`src/sv/radix2_fft_frame_assert.svh`:
```
// Assertion helpers for the file that checks this block.
`ifndef RADIX2_FFT_FRAME_ASSERT_SVH
`define RADIX2_FFT_FRAME_ASSERT_SVH

// Same-cycle implication, held off during reset.
`define R2FFT_ASSERT_NOW(label, ante, cons, msg) \
  label: assert property (@(posedge clk) disable iff (!rst_n) (ante) |-> (cons)) \
    else $error(msg);

// Next-cycle implication, held off during reset.
`define R2FFT_ASSERT_NEXT(label, ante, cons, msg) \
  label: assert property (@(posedge clk) disable iff (!rst_n) (ante) |=> (cons)) \
    else $error(msg);

`endif

```
`src/sv/r2fft_pkg.sv`:
```
package r2fft_pkg;

  localparam int DW = 24;

  typedef struct packed {
    logic signed [DW-1:0] im;
    logic signed [DW-1:0] re;
  } cplx_t;

  typedef struct packed {
    logic signed [15:0] im;
    logic signed [15:0] re;
  } twiddle_t;

  typedef enum logic [1:0] {
    ST_LOAD,
    ST_FFT,
    ST_UNLOAD
  } state_t;

  // round(32768*cos(2*pi*i/64)) for i = 0..16, +1.0 held as 32767
  function automatic logic signed [15:0] qcos(input logic [4:0] i);
    logic signed [15:0] v;
    unique case (i)
      5'd0:  v = 16'sd32767;
      5'd1:  v = 16'sd32610;
      5'd2:  v = 16'sd32138;
      5'd3:  v = 16'sd31357;
      5'd4:  v = 16'sd30274;
      5'd5:  v = 16'sd28899;
      5'd6:  v = 16'sd27246;
      5'd7:  v = 16'sd25330;
      5'd8:  v = 16'sd23170;
      5'd9:  v = 16'sd20788;
      5'd10: v = 16'sd18205;
      5'd11: v = 16'sd15447;
      5'd12: v = 16'sd12540;
      5'd13: v = 16'sd9512;
      5'd14: v = 16'sd6393;
      5'd15: v = 16'sd3212;
      default: v = 16'sd0;
    endcase
    return v;
  endfunction

  // W^k on a 64-point circle, k in 0..31
  function automatic twiddle_t twiddle(input logic [4:0] k);
    twiddle_t w;
    logic signed [15:0] c;
    logic signed [15:0] s;
    if (k <= 5'd16) begin
      c = qcos(k);
      s = qcos(5'd16 - k);
    end else begin
      c = -qcos(5'd0 - k);
      s = qcos(k - 5'd16);
    end
    w.re = c;
    w.im = -s;
    return w;
  endfunction

endpackage

```
`src/sv/r2fft_ram.sv`:
```
module r2fft_ram #(
  parameter int DEPTH = 64,
  parameter int AW = 6
) (
  input  logic                 clk,
  input  logic                 we,
  input  logic [AW-1:0]        wa,
  input  r2fft_pkg::cplx_t     wd,
  input  logic [AW-1:0]        ra,
  output r2fft_pkg::cplx_t     rd
);

  r2fft_pkg::cplx_t mem [DEPTH];
  r2fft_pkg::cplx_t rd_r;

  always_ff @(posedge clk) begin
    if (we) begin
      mem[wa] <= wd;
    end
    rd_r <= mem[ra];
  end

  assign rd = rd_r;

endmodule

```
`config.mk`:
```
export PLATFORM = sky130hd
export DESIGN_NAME = r2fft_ram
export DESIGN_NICKNAME = d
export VERILOG_FILES = /design/src/sv/radix2_fft_frame_assert.svh /design/src/sv/r2fft_pkg.sv /design/src/sv/r2fft_ram.sv
export SDC_FILE = /design/constraint.sdc
export NUM_CORES = 2
export LEC_CHECK = 0
export BUFFER_PORTS_ARGS = -buffer_cell sky130_fd_sc_hd__buf_2
export CORE_MARGIN = 2
export CORE_UTILIZATION = 50
export CTS_CLUSTER_SIZE = 24
export DETAILED_ROUTE_END_ITERATION = 16
export PLACE_DENSITY = 0.66
export SLEW_MARGIN = 20
export SYNTH_ARGS = -nofsm -noshare
export SYNTH_HDL_FRONTEND = slang
export SYNTH_SLANG_ARGS = --single-unit
```
`constraint.sdc`:
```
create_clock -name clk -period 7.2 [get_ports clk]
set_input_delay 0.72 -clock clk [delete_from_list [all_inputs] [get_ports clk]]
set_output_delay 0.72 -clock clk [all_outputs]
set_load 0.05 [all_outputs]
```
Yosys cells after proc, flatten, opt, wreduce, memory -nomap -nowiden. Memory sizes are Yosys's and may differ from the RTL's. A register that Yosys moved wholly into a read port is not among the register bits. Index checks and enable logic that the tools add are counted.

Register bits: 0. RAM bits: 3072. Input bits: 62. Output and inout bits: 48. Word-level logic and storage cells: 3. Memories: 1.

Muxes and demuxes: 2.

Memories: mem (depth 64, width 48, read ports 1, clocked after Yosys merged registers in 1, wr ports 1, line r2fft_ram.sv:13) `r2fft_pkg::cplx_t mem [DEPTH];`.

Operators with widths (count): $mux W1 (2).

Longest topological paths before layout.
Depth after elaboration: 2. Gate-level depth with buffers: 9. Gate-level depth less buffers: 5.

Least setup slack after synthesis. OpenSTA, ideal clock, no wires.

Kind: input -> register. Start point: in wa[3]. End point: mem mem[48][0] (netlist name), enable pin. Setup time: 0.513 ns. Arrival time: 4.492 ns. Data required time: 6.687 ns. Slack: 2.195 ns. Cell stages on the path: 4. Buffers on the path: 1. Path through: clkbuf_1 nor2b_1 nand4b_1 nor3_1.

RTL lines: start: declaration (line r2fft_ram.sv:7) `input logic [AW-1:0] wa,`; end: declaration (line r2fft_ram.sv:13).

No word-level cell before the write port.

==> metrics <==
status=finished clean; Area after DPL=122000 um^2; routed length on met1=117 mm; share of layout cells above drive strength 1=28.1%; Chip Width=488 um; Arr. time, crit path=3.91 ns; Port Buffer Count=109; clk sinks=3120; Worst-Skew Late Latency=0.95 ns; clock-pin slew on the worst setup and hold paths=0.06 ns; first-pass GRT wire length=434 mm; H-tree Lvls=5; Final Hold Vio Count=0; RSZ-0062 raised after global routing=false; Total Wirelength=312 mm; gpl congestion=0.815; hold_ws=0.194 ns; #FFs+latches synth=3120; Sw Share=21.1%; Starting Density=50.3%; pwr dens=286 nW/um^2; Final TNS setup=0 ns; Vias=56900; Post-CTS Hold Buffers=0; GRT Resource Usage Total=26.3%; CP max FO=80; Max Slew Vio Count=0; Int Pwr=29.8 mW; Worst-Margin Slew=1.17 ns; yosys warns=0; metal2 WL=154 mm; die area=238000 um^2; Root Buffer=clkbuf_16; CTS tree=done; drt pass-1 iters=8; Avg Vias per Cell=6.56; Startpoint Class=primary input; Worst Hold Class=primary input to register; post-synthesis cell area=117000 um^2; post-route design area=132000 um^2; Mapped Cells=4970; top sig layer=met5; post-synthesis net count=5032; gr ovfl total=0; setup violators final=0; non-filler instance count after layout=8673; fmax=319 MHz; Static Leak=40.9 nW; placed cell count=8086; part of the power in the clock network=41.7%; post-cts resize count=0; sequential share of the synthesized area=79.6%; Critical Path End Type=register; Rel. slew slack=22.0%; Crit Path Class=primary input to register; initial drt markers=8418; P&R area growth vs syn=12.9%; Tcrit/Tclk final=43.6%; Req. time, crit path=7.97 ns; Comb power frac=5.0%; Tmin final=3.14 ns; routed length on met3=32.1 mm; DPL Wire Length=168 mm; Core Footprint=233000 um^2; part of the power in registers=53.4%; routed len/inst=36.0 um; net switching power=7.99 mW; largest net degree at the start of global routing=120; max cap viols=0; Clock Skew=0.0614 ns; CTS Buf Count=322; ANT nets after route=0; post-synth cell types=36; Max VDD drop=0.234 mV; IO Count=110; chip height=488 um; postcts setup bufs=0; maximum buffer depth of the clock tree=4; vias in the first global route=56400; initial antenna violation count=28; DRC=0; row cnt=177; syn avg cell area=23.6 um^2; Nets=5348
## power by group through the flow
stage               registers, mW  logic [mW]  clock network, mW
CTS                          20.2        1.87               15.9
finish                       20.2        1.87               15.8
floorplan                    20.7       0.960                  0
global placement             20.6        1.84                  0
detailed placement           20.6        1.86                  0
global route                 20.2        1.97               16.6
## logic make-up after synthesis
group	synth area share, %
flip-flops	79.6
multiplexers	15.2
AO/OA/AOI/OAI	3.02
buffers and inverters	1.28
AND/OR/NAND/NOR	0.957
## worst max-delay path, stage by stage
cell,delay [ns]
buf_12,0.58
buf_4,0.64
buf_4,0.39
mux4_2,0.54
o22ai_1,0.21
nor2_1,0.08
a21oi_1,0.52
nor2_1,0.11
## through the flow
stage	utilization, %	setup WS [ns]	power, mW
detailed placement	52.5	3.06	22.5
finish	56.8	4.06	37.8
CTS	56.7	4.07	38.0
global placement	52.4	2.57	22.4
global route	56.8	3.85	38.8
floorplan	-	2.20	21.6
## Yosys cell counts
library cell / count / share of area (%)
edfxtp_1: 3072 / 79
mux4_2: 754 / 14
nor2_1: 132 / 0.42
o22ai_1: 122 / 0.65
buf_2: 98 / 0.42
clkbuf_1: 98 / 0.31
a221oi_1: 83 / 0.62
a21oi_1: 74 / 0.32
a22oi_1: 72 / 0.46
mux2i_1: 63 / 0.54
buf_4: 62 / 0.40
a22o_1: 57 / 0.43
nand2_1: 55 / 0.18
dfxtp_1: 48 / 0.82
a211oi_1: 32 / 0.21
o221ai_1: 28 / 0.21
nor2b_1: 24 / 0.13
buf_1: 12 / 0.038
mux2_2: 12 / 0.12
a311oi_1: 11 / 0.082
buf_6: 11 / 0.11
nand2b_1: 10 / 0.053
nand3_1: 7 / 0.030
a31o_2: 5 / 0.037
nand3b_1: 5 / 0.032
or3b_2: 4 / 0.030
and2_1: 3 / 0.016
nor3_1: 3 / 0.013
or2_2: 3 / 0.016
or3_1: 3 / 0.016
nand4_1: 2 / 0.011
a311o_1: 1 / 0.0085
a31oi_1: 1 / 0.0053
and3_1: 1 / 0.0053
clkbuf_2: 1 / 0.0043
nand4b_1: 1 / 0.0075
## final cells by class
type                       count  area, um^2
antenna                       13        32.5
clock buffer                 428        8750
clock inverter               138        1080
fill                       16700      101000
multi-input combinational   1568       23000
sequential                  3120       93200
tap                         3132        3920
timing repair buffer         274        2270
## sequential cells by signal, summed over array words and instances (netlist names)
name / flops
rd: 48
mem: 3072
## final timing paths
path | startpoint | to | slack (ns) | cells after the start
max | ra[0] | rd[7] | 4.06 | 8
min | wd[46] | mem[61][46] | 0.19 | 1
max reg2reg | mem[11][45] | rd[45] | 4.90 | 4
min reg2reg | mem[58][36] | rd[36] | 0.79 | 4
## metal layers
| metal | vias to the layer above | GRT usage, % |
|---|---|---|
| li1 | 22200 | - |
| met1 | 30800 | 36.5 |
| met2 | 3342 | 42.7 |
| met3 | 559 | 5.00 |
| met4 | 6 | 7.94 |
| met5 | - | 0.388 |
## layout by cell type (no fill, tap or decap), types with 12 or more instances in the layout
| master | n |
|---|---|
| a211oi_1 | 32 |
| a21oi_1 | 74 |
| a221oi_1 | 82 |
| a22o_1 | 57 |
| a22oi_1 | 72 |
| buf_12 | 30 |
| buf_2 | 74 |
| buf_4 | 166 |
| bufinv_16 | 16 |
| clkbuf_1 | 84 |
| clkbuf_16 | 329 |
| clkbuf_8 | 15 |
| clkinv_1 | 56 |
| clkinv_2 | 52 |
| dfxtp_1 | 48 |
| diode_2 | 13 |
| edfxtp_1 | 3072 |
| mux2_2 | 12 |
| mux2i_1 | 63 |
| mux4_2 | 754 |
| nand2_1 | 54 |
| nor2_1 | 68 |
| nor2_4 | 64 |
| nor2b_1 | 20 |
| o221ai_1 | 28 |
| o22ai_1 | 122 |
(Power assumes the default switching activity.)
