[src/sv/radix2_fft_frame_assert.svh]
// Assertion helpers for the file that checks this block.
`ifndef RADIX2_FFT_FRAME_ASSERT_SVH
`define RADIX2_FFT_FRAME_ASSERT_SVH

// Same-cycle implication, held off during reset.
`define R2FFT_ASSERT_NOW(label, ante, cons, msg) \
  label: assert property (@(posedge clk) disable iff (!rst_n) (ante) |-> (cons)) \
    else $error(msg);

// Next-cycle implication, held off during reset.
`define R2FFT_ASSERT_NEXT(label, ante, cons, msg) \
  label: assert property (@(posedge clk) disable iff (!rst_n) (ante) |=> (cons)) \
    else $error(msg);

`endif

[src/sv/r2fft_pkg.sv]
package r2fft_pkg;

  localparam int DW = 24;

  typedef struct packed {
    logic signed [DW-1:0] im;
    logic signed [DW-1:0] re;
  } cplx_t;

  typedef struct packed {
    logic signed [15:0] im;
    logic signed [15:0] re;
  } twiddle_t;

  typedef enum logic [1:0] {
    ST_LOAD,
    ST_FFT,
    ST_UNLOAD
  } state_t;

  // round(32768*cos(2*pi*i/64)) for i = 0..16, +1.0 held as 32767
  function automatic logic signed [15:0] qcos(input logic [4:0] i);
    logic signed [15:0] v;
    unique case (i)
      5'd0:  v = 16'sd32767;
      5'd1:  v = 16'sd32610;
      5'd2:  v = 16'sd32138;
      5'd3:  v = 16'sd31357;
      5'd4:  v = 16'sd30274;
      5'd5:  v = 16'sd28899;
      5'd6:  v = 16'sd27246;
      5'd7:  v = 16'sd25330;
      5'd8:  v = 16'sd23170;
      5'd9:  v = 16'sd20788;
      5'd10: v = 16'sd18205;
      5'd11: v = 16'sd15447;
      5'd12: v = 16'sd12540;
      5'd13: v = 16'sd9512;
      5'd14: v = 16'sd6393;
      5'd15: v = 16'sd3212;
      default: v = 16'sd0;
    endcase
    return v;
  endfunction

  // W^k on a 64-point circle, k in 0..31
  function automatic twiddle_t twiddle(input logic [4:0] k);
    twiddle_t w;
    logic signed [15:0] c;
    logic signed [15:0] s;
    if (k <= 5'd16) begin
      c = qcos(k);
      s = qcos(5'd16 - k);
    end else begin
      c = -qcos(5'd0 - k);
      s = qcos(k - 5'd16);
    end
    w.re = c;
    w.im = -s;
    return w;
  endfunction

endpackage

[src/sv/r2fft_bfly.sv]
module r2fft_bfly (
  input  logic                 clk,
  input  logic                 en_mul,
  input  logic                 en_add,
  input  r2fft_pkg::cplx_t     a_in,
  input  r2fft_pkg::cplx_t     b_in,
  input  r2fft_pkg::twiddle_t  tw,
  output r2fft_pkg::cplx_t     sum_o,
  output r2fft_pkg::cplx_t     diff_o
);

  logic signed [39:0] p_rr_r, p_ii_r, p_ri_r, p_ir_r;
  r2fft_pkg::cplx_t   a_d_r;
  r2fft_pkg::cplx_t   sum_r, diff_r;
  logic signed [41:0] s_re, s_im;
  logic signed [r2fft_pkg::DW-1:0] t_re, t_im;

  always_ff @(posedge clk) begin
    if (en_mul) begin
      p_rr_r <= b_in.re * tw.re;
      p_ii_r <= b_in.im * tw.im;
      p_ri_r <= b_in.re * tw.im;
      p_ir_r <= b_in.im * tw.re;
      a_d_r  <= a_in;
    end
  end

  // round half up, then floor shift by 15
  always_comb begin
    s_re = 42'(p_rr_r) - 42'(p_ii_r) + 42'sd16384;
    s_im = 42'(p_ri_r) + 42'(p_ir_r) + 42'sd16384;
    t_re = s_re[38:15];
    t_im = s_im[38:15];
  end

  always_ff @(posedge clk) begin
    if (en_add) begin
      sum_r.re  <= a_d_r.re + t_re;
      sum_r.im  <= a_d_r.im + t_im;
      diff_r.re <= a_d_r.re - t_re;
      diff_r.im <= a_d_r.im - t_im;
    end
  end

  assign sum_o  = sum_r;
  assign diff_o = diff_r;

endmodule

[config.mk]
export PLATFORM = sky130hd
export DESIGN_NAME = r2fft_bfly
export DESIGN_NICKNAME = d
export VERILOG_FILES = /design/src/sv/radix2_fft_frame_assert.svh /design/src/sv/r2fft_pkg.sv /design/src/sv/r2fft_bfly.sv
export SDC_FILE = /design/constraint.sdc
export NUM_CORES = 2
export LEC_CHECK = 0
export BUFFER_PORTS_ARGS = -buffer_cell sky130_fd_sc_hd__buf_2
export CORE_ASPECT_RATIO = 1.4
export CORE_MARGIN = 3
export CORE_UTILIZATION = 50
export DETAILED_ROUTE_END_ITERATION = 10
export PLACE_DENSITY_LB_ADDON = 0.05
export SLEW_MARGIN = 40
export SYNTH_ARGS = -nofsm -noshare
export SYNTH_HDL_FRONTEND = slang
export SYNTH_SLANG_ARGS = --single-unit
[constraint.sdc]
create_clock -name clk -period 8.5 [get_ports clk]
set_input_delay 0.85 -clock clk [delete_from_list [all_inputs] [get_ports clk]]
set_output_delay 0.85 -clock clk [all_outputs]
set_load 0.02 [all_outputs]
# == Word level (Yosys, flattened, before mapping) ==
# Index checks and enable logic that the tools add are counted.
# word_totals
regBits,300
out_inout_bits,96
wordCells,22
# classes
n_addsub,8
multipliers,4
# ops
cell,n
$mul 24x16->39,4
$add 39x16->39 const B,2
$add 24x24->24,2
$sub 24x24->24,2
$add 39x39->39,1
$sub 39x39->39,1

# == Logic depth before layout (Yosys ltp) ==
# logic_depth
ltp_word,3
ltp_mapped,28
ltp_nobuf,27

# == Least setup slack after synthesis ==
# Ideal clock, no wire load.
# synth_timing
path_type,input -> register
start,input port tw[17] in the netlist's numbering
end,"register p_ii_r[37], data pin"
setup_ps,258
t_arrival_ps,7108
setup_slack_ps,1134
stages,26
path_buffers,2
cell_sequence,clkbuf_1 > clkbuf_1 > nand2_1 > fa_1 > inv_1 > fa_1 > inv_1 > fa_1 > inv_1 > fa_1 > fa_1 > inv_1 > fa_1 > inv_1 > ha_1 > a21o_1 > or3_1 > a211oi_1 > a21boi_2 > o31ai_1 > a221o_1 > o311a_1 > nor3_2 > o41ai_1 > a21oi_2 > xnor2_1
# synth_between
elab_chain_cells,1
# synth_lines
item,line_no,source
"start, declared",r2fft_bfly.sv:7,"input r2fft_pkg::twiddle_t tw,"
$mul 24x16->39,r2fft_bfly.sv:21,p_ii_r <= b_in.im * tw.im;
"end signal, assigned",r2fft_bfly.sv:21,
"end, declared",r2fft_bfly.sv:12,"logic signed [39:0] p_rr_r, p_ii_r, p_ri_r, p_ir_r;"
# No other way between the ends.
# A chain may end at the register's enable or synchronous reset.

# == Worst setup path in the final report ==
# layout_timing
start,input port tw[17] in the netlist's numbering
end,"register p_ri_r[37], data pin"
# layout_between
elab_chain_cells,1
# layout_lines
item,line_no,source
$mul 24x16->39,r2fft_bfly.sv:22,p_ri_r <= b_in.re * tw.im;
"end signal, assigned",r2fft_bfly.sv:22,
"end, declared",r2fft_bfly.sv:12,
# No other way between the ends.

==> impl_summary.log <==
INFO  metric total_cts_buffers = 37
INFO  metric final-instance-count-excl-fill = 9588
INFO  metric ctsHoldBuffers = 0
INFO  metric setup_viol = 0
INFO  metric yosys.area.top_type = fa_1
INFO  metric hold_class = input port to flop
INFO  metric finalWirelength = 188000 um
INFO  metric min_path_cells = 1
INFO  metric chipHeight = 452 um
INFO  metric synth_enable_flop_cells = 298
INFO  metric worst_path_clk_slew = 0.06 ns
INFO  metric timing.final.crit_share = 90.0%
INFO  metric worst-setup-path-type = input port to flop
INFO  metric via_count_of_the_first_global_routing_pass = 53964
INFO  metric clkLatencyLatePin = 0.61 ns
INFO  metric initial_utilization = 50.3%
INFO  metric finalWeightedCongestion = 0.883
INFO  metric cts_resized = 0
INFO  metric yosys_most_used_dff = edfxtp_1
INFO  metric globalRouteOverflowTotal = 0
INFO  metric cts_tree = yes
INFO  metric cts.repair_timing.setup_buffer_count = 0
INFO  metric final.setup_skew = 0.0226 ns
INFO  metric die_area = 0.147 mm2
INFO  metric timing.final.hold_violations = 0
INFO  metric post_dp_area = 0.0745 mm2
INFO  metric syn_nets = 9798
INFO  metric placed_cells_incl_taps = 9512
INFO  metric pin_count_of_the_biggest_net_entering_global_routing = 124
INFO  metric synth_area_leaders = fa_1, edfxtp_1, ha_1
INFO  metric relSlewSlack = 42.8%
INFO  metric netlist_area = 0.0711 mm2
INFO  metric ctsHtreeMaxLevel = 2
INFO  metric nNetsFinal = 9886
INFO  metric run_status = completed
INFO  metric route.detailed.drc = 0
INFO  metric worst_ep_required_time = 8.84 ns
INFO  metric detailedPlacementHpwl = 156000 um
INFO  metric clockRootBuffer = clkbuf_16
INFO  metric core_region_area = 0.141 mm2
INFO  metric fillers = 13328
INFO  metric depth_of_the_worst_register_to_register_path = 23
INFO  metric finish.instance_area = 0.0758 mm2
INFO  metric endpoint_kind = flop
INFO  metric cp_max_fo = 18
INFO  metric syn-instance-count = 7567
INFO  metric timing_worst_slew_pin_value = 0.857 ns
INFO  metric num_rows = 163
INFO  metric synthDominantCellAreaShare = 41.6%
INFO  metric setup_repair_after_global_routing_missed_its_margin = no
INFO  metric route.vias.total = 50068
INFO  metric antenna_found_initial = 20
INFO  metric gr-usage-all-layers = 26.5%
INFO  metric ant_nets = 0
INFO  metric drv_cap = 0
INFO  metric cts_num_sinks = 298
INFO  metric clock_tree.buffer_depth = 3
INFO  metric ys_ff_latch = 298
INFO  metric number_of_detailed_route_iterations_in_the_first_pass = 6
INFO  metric ios = 227
INFO  metric startpoint_type = input port
INFO  metric portBuffers = 226
INFO  metric max_clock_freq = 131 MHz
INFO  metric die_width = 325 um
INFO  metric final_layout_size_suffix_gt1_share = 5.95%
INFO  metric drt_iter0_drc = 2680
INFO  metric worstPathArrival = 7.99 ns
INFO  metric tns = 0 ns
INFO  metric drv_slew = 0
INFO  metric routed_wire_length_per_instance = 19.7 um
INFO  metric synthesis.yosys.warnings = 0
INFO  metric finalCriticalPeriod = 7.65 ns
INFO  metric synth_seq_area_share = 12.6%
INFO  metric yosysUniqueCellTypes = 81
INFO  metric first_pass_grt_wire_length = 300000 um
INFO  metric syn_to_final_growth = 6.75%
INFO  metric route.detailed.vias_per_inst = 5.22
INFO  metric synth_async_reset_ratio = 0%
INFO  metric syn-mean-instance-area = 9.39 um2
per-stage QoR:
step                      hold slack [ns]  worst slack (ns)  util, %
final                               0.425             0.854     53.7
after global routing                0.397             0.489     53.7
after CTS                           0.380             0.966     53.7
after detailed placement            0.747             0.324     52.8
after global placement              0.744             0.425     52.8
after floorplan                     0.708              1.13        -
logic make-up (layout without fill, tap and decap cells):
logic type      Yosys count  count (layout)  share of synthesized area (%)
other cells               0               7                              0
flops                   298             298                           12.6
simple gates           1995            1995                           13.4
xor+xnor                315             315                           3.88
mux                       1               1                         0.0141
compound gates          645             645                           5.83
buf+inv                2213            2330                           11.7
fa+ha+maj              2100            2100                           52.6
sequential cells by signal (all words and copies together) (netlist names):
signal  count
a_d_r      48
diff_o     46
p_ii_r     39
p_ir_r     39
p_ri_r     39
p_rr_r     39
sum_o      48
routing by layer:
metal / GRT usage [%] / share of wire (%) / vias to the layer above
li1: - / - / 22688
met1: 33.4 / 40 / 25868
met2: 46.7 / 50 / 1197
met3: 3.24 / 5.1 / 293
met4: 10.1 / 4.5 / 22
met5: 0 / 0.067 / -
worst max-delay path, cell delays in order:
cell	delay [ns]
buf_2	0.31
buf_4	0.30
buf_4	0.25
nand2_1	0.11
fa_1	0.54
inv_1	0.05
fa_1	0.53
inv_1	0.06
fa_1	0.49
inv_1	0.06
fa_1	0.50
fa_1	0.50
inv_1	0.05
fa_1	0.47
inv_1	0.04
ha_1	0.37
nand4_1	0.16
nor2_1	0.07
a41o_1	0.21
a221o_1	0.33
nor3_1	0.29
buf_4	0.22
a22oi_1	0.16
o41ai_1	0.51
a21oi_1	0.17
nor2_1	0.13
a21oi_1	0.08
xor2_1	0.15
cell usage after synthesis (all sizes together), types with 13 or more instances:
library cell / n
a211oi: 19
a21o: 88
a21oi: 233
a31oi: 19
and2: 603
and3: 14
clkbuf: 320
edfxtp: 298
fa: 1476
ha: 624
inv: 1882
nand2: 926
nand2b: 56
nand3: 34
nand4: 13
nor2: 239
nor2b: 27
nor3: 38
o21a: 25
o21ai: 102
o21bai: 53
or3: 13
xnor2: 235
xor2: 80
final timing paths:
check / from / end / slack, ns
setup / recovery: tw[17] / p_ri_r[37] / 0.85
hold / removal: a_in[44] / a_d_r[44] / 0.42
setup reg to reg: p_ri_r[3] / diff_o[47] / 2.20
hold reg to reg: a_d_r[25] / diff_o[25] / 0.77
cells in the final DEF (no fill, tap or decap), drive strengths merged, types with 27 or more instances in the layout:
cell / instances
buf: 379
o21bai: 53
nand3: 34
fa: 1476
nand2b: 56
nor2: 239
inv: 1889
nor3: 38
nor2b: 27
clkbuf: 49
o21ai: 102
and2: 603
a21oi: 233
xnor2: 235
a21o: 88
ha: 624
edfxtp: 298
xor2: 80
nand2: 926
layout make-up:
type	count	area [um2]	share of cell area, %
Sequential cell	298	8950	11.8
Inverter	1883	7070	9.32
Tap cell	1897	2370	3.13
Clock buffer	49	992	1.31
Antenna cell	7	17.5	0.0231
Multi-Input combinational cell	5056	53800	70.9
Clock inverter	19	263	0.346
Timing Repair Buffer	379	2380	3.14
Power is not shown: default switching activity piles up to over one toggle a cycle in this logic, so the estimate is an artifact.
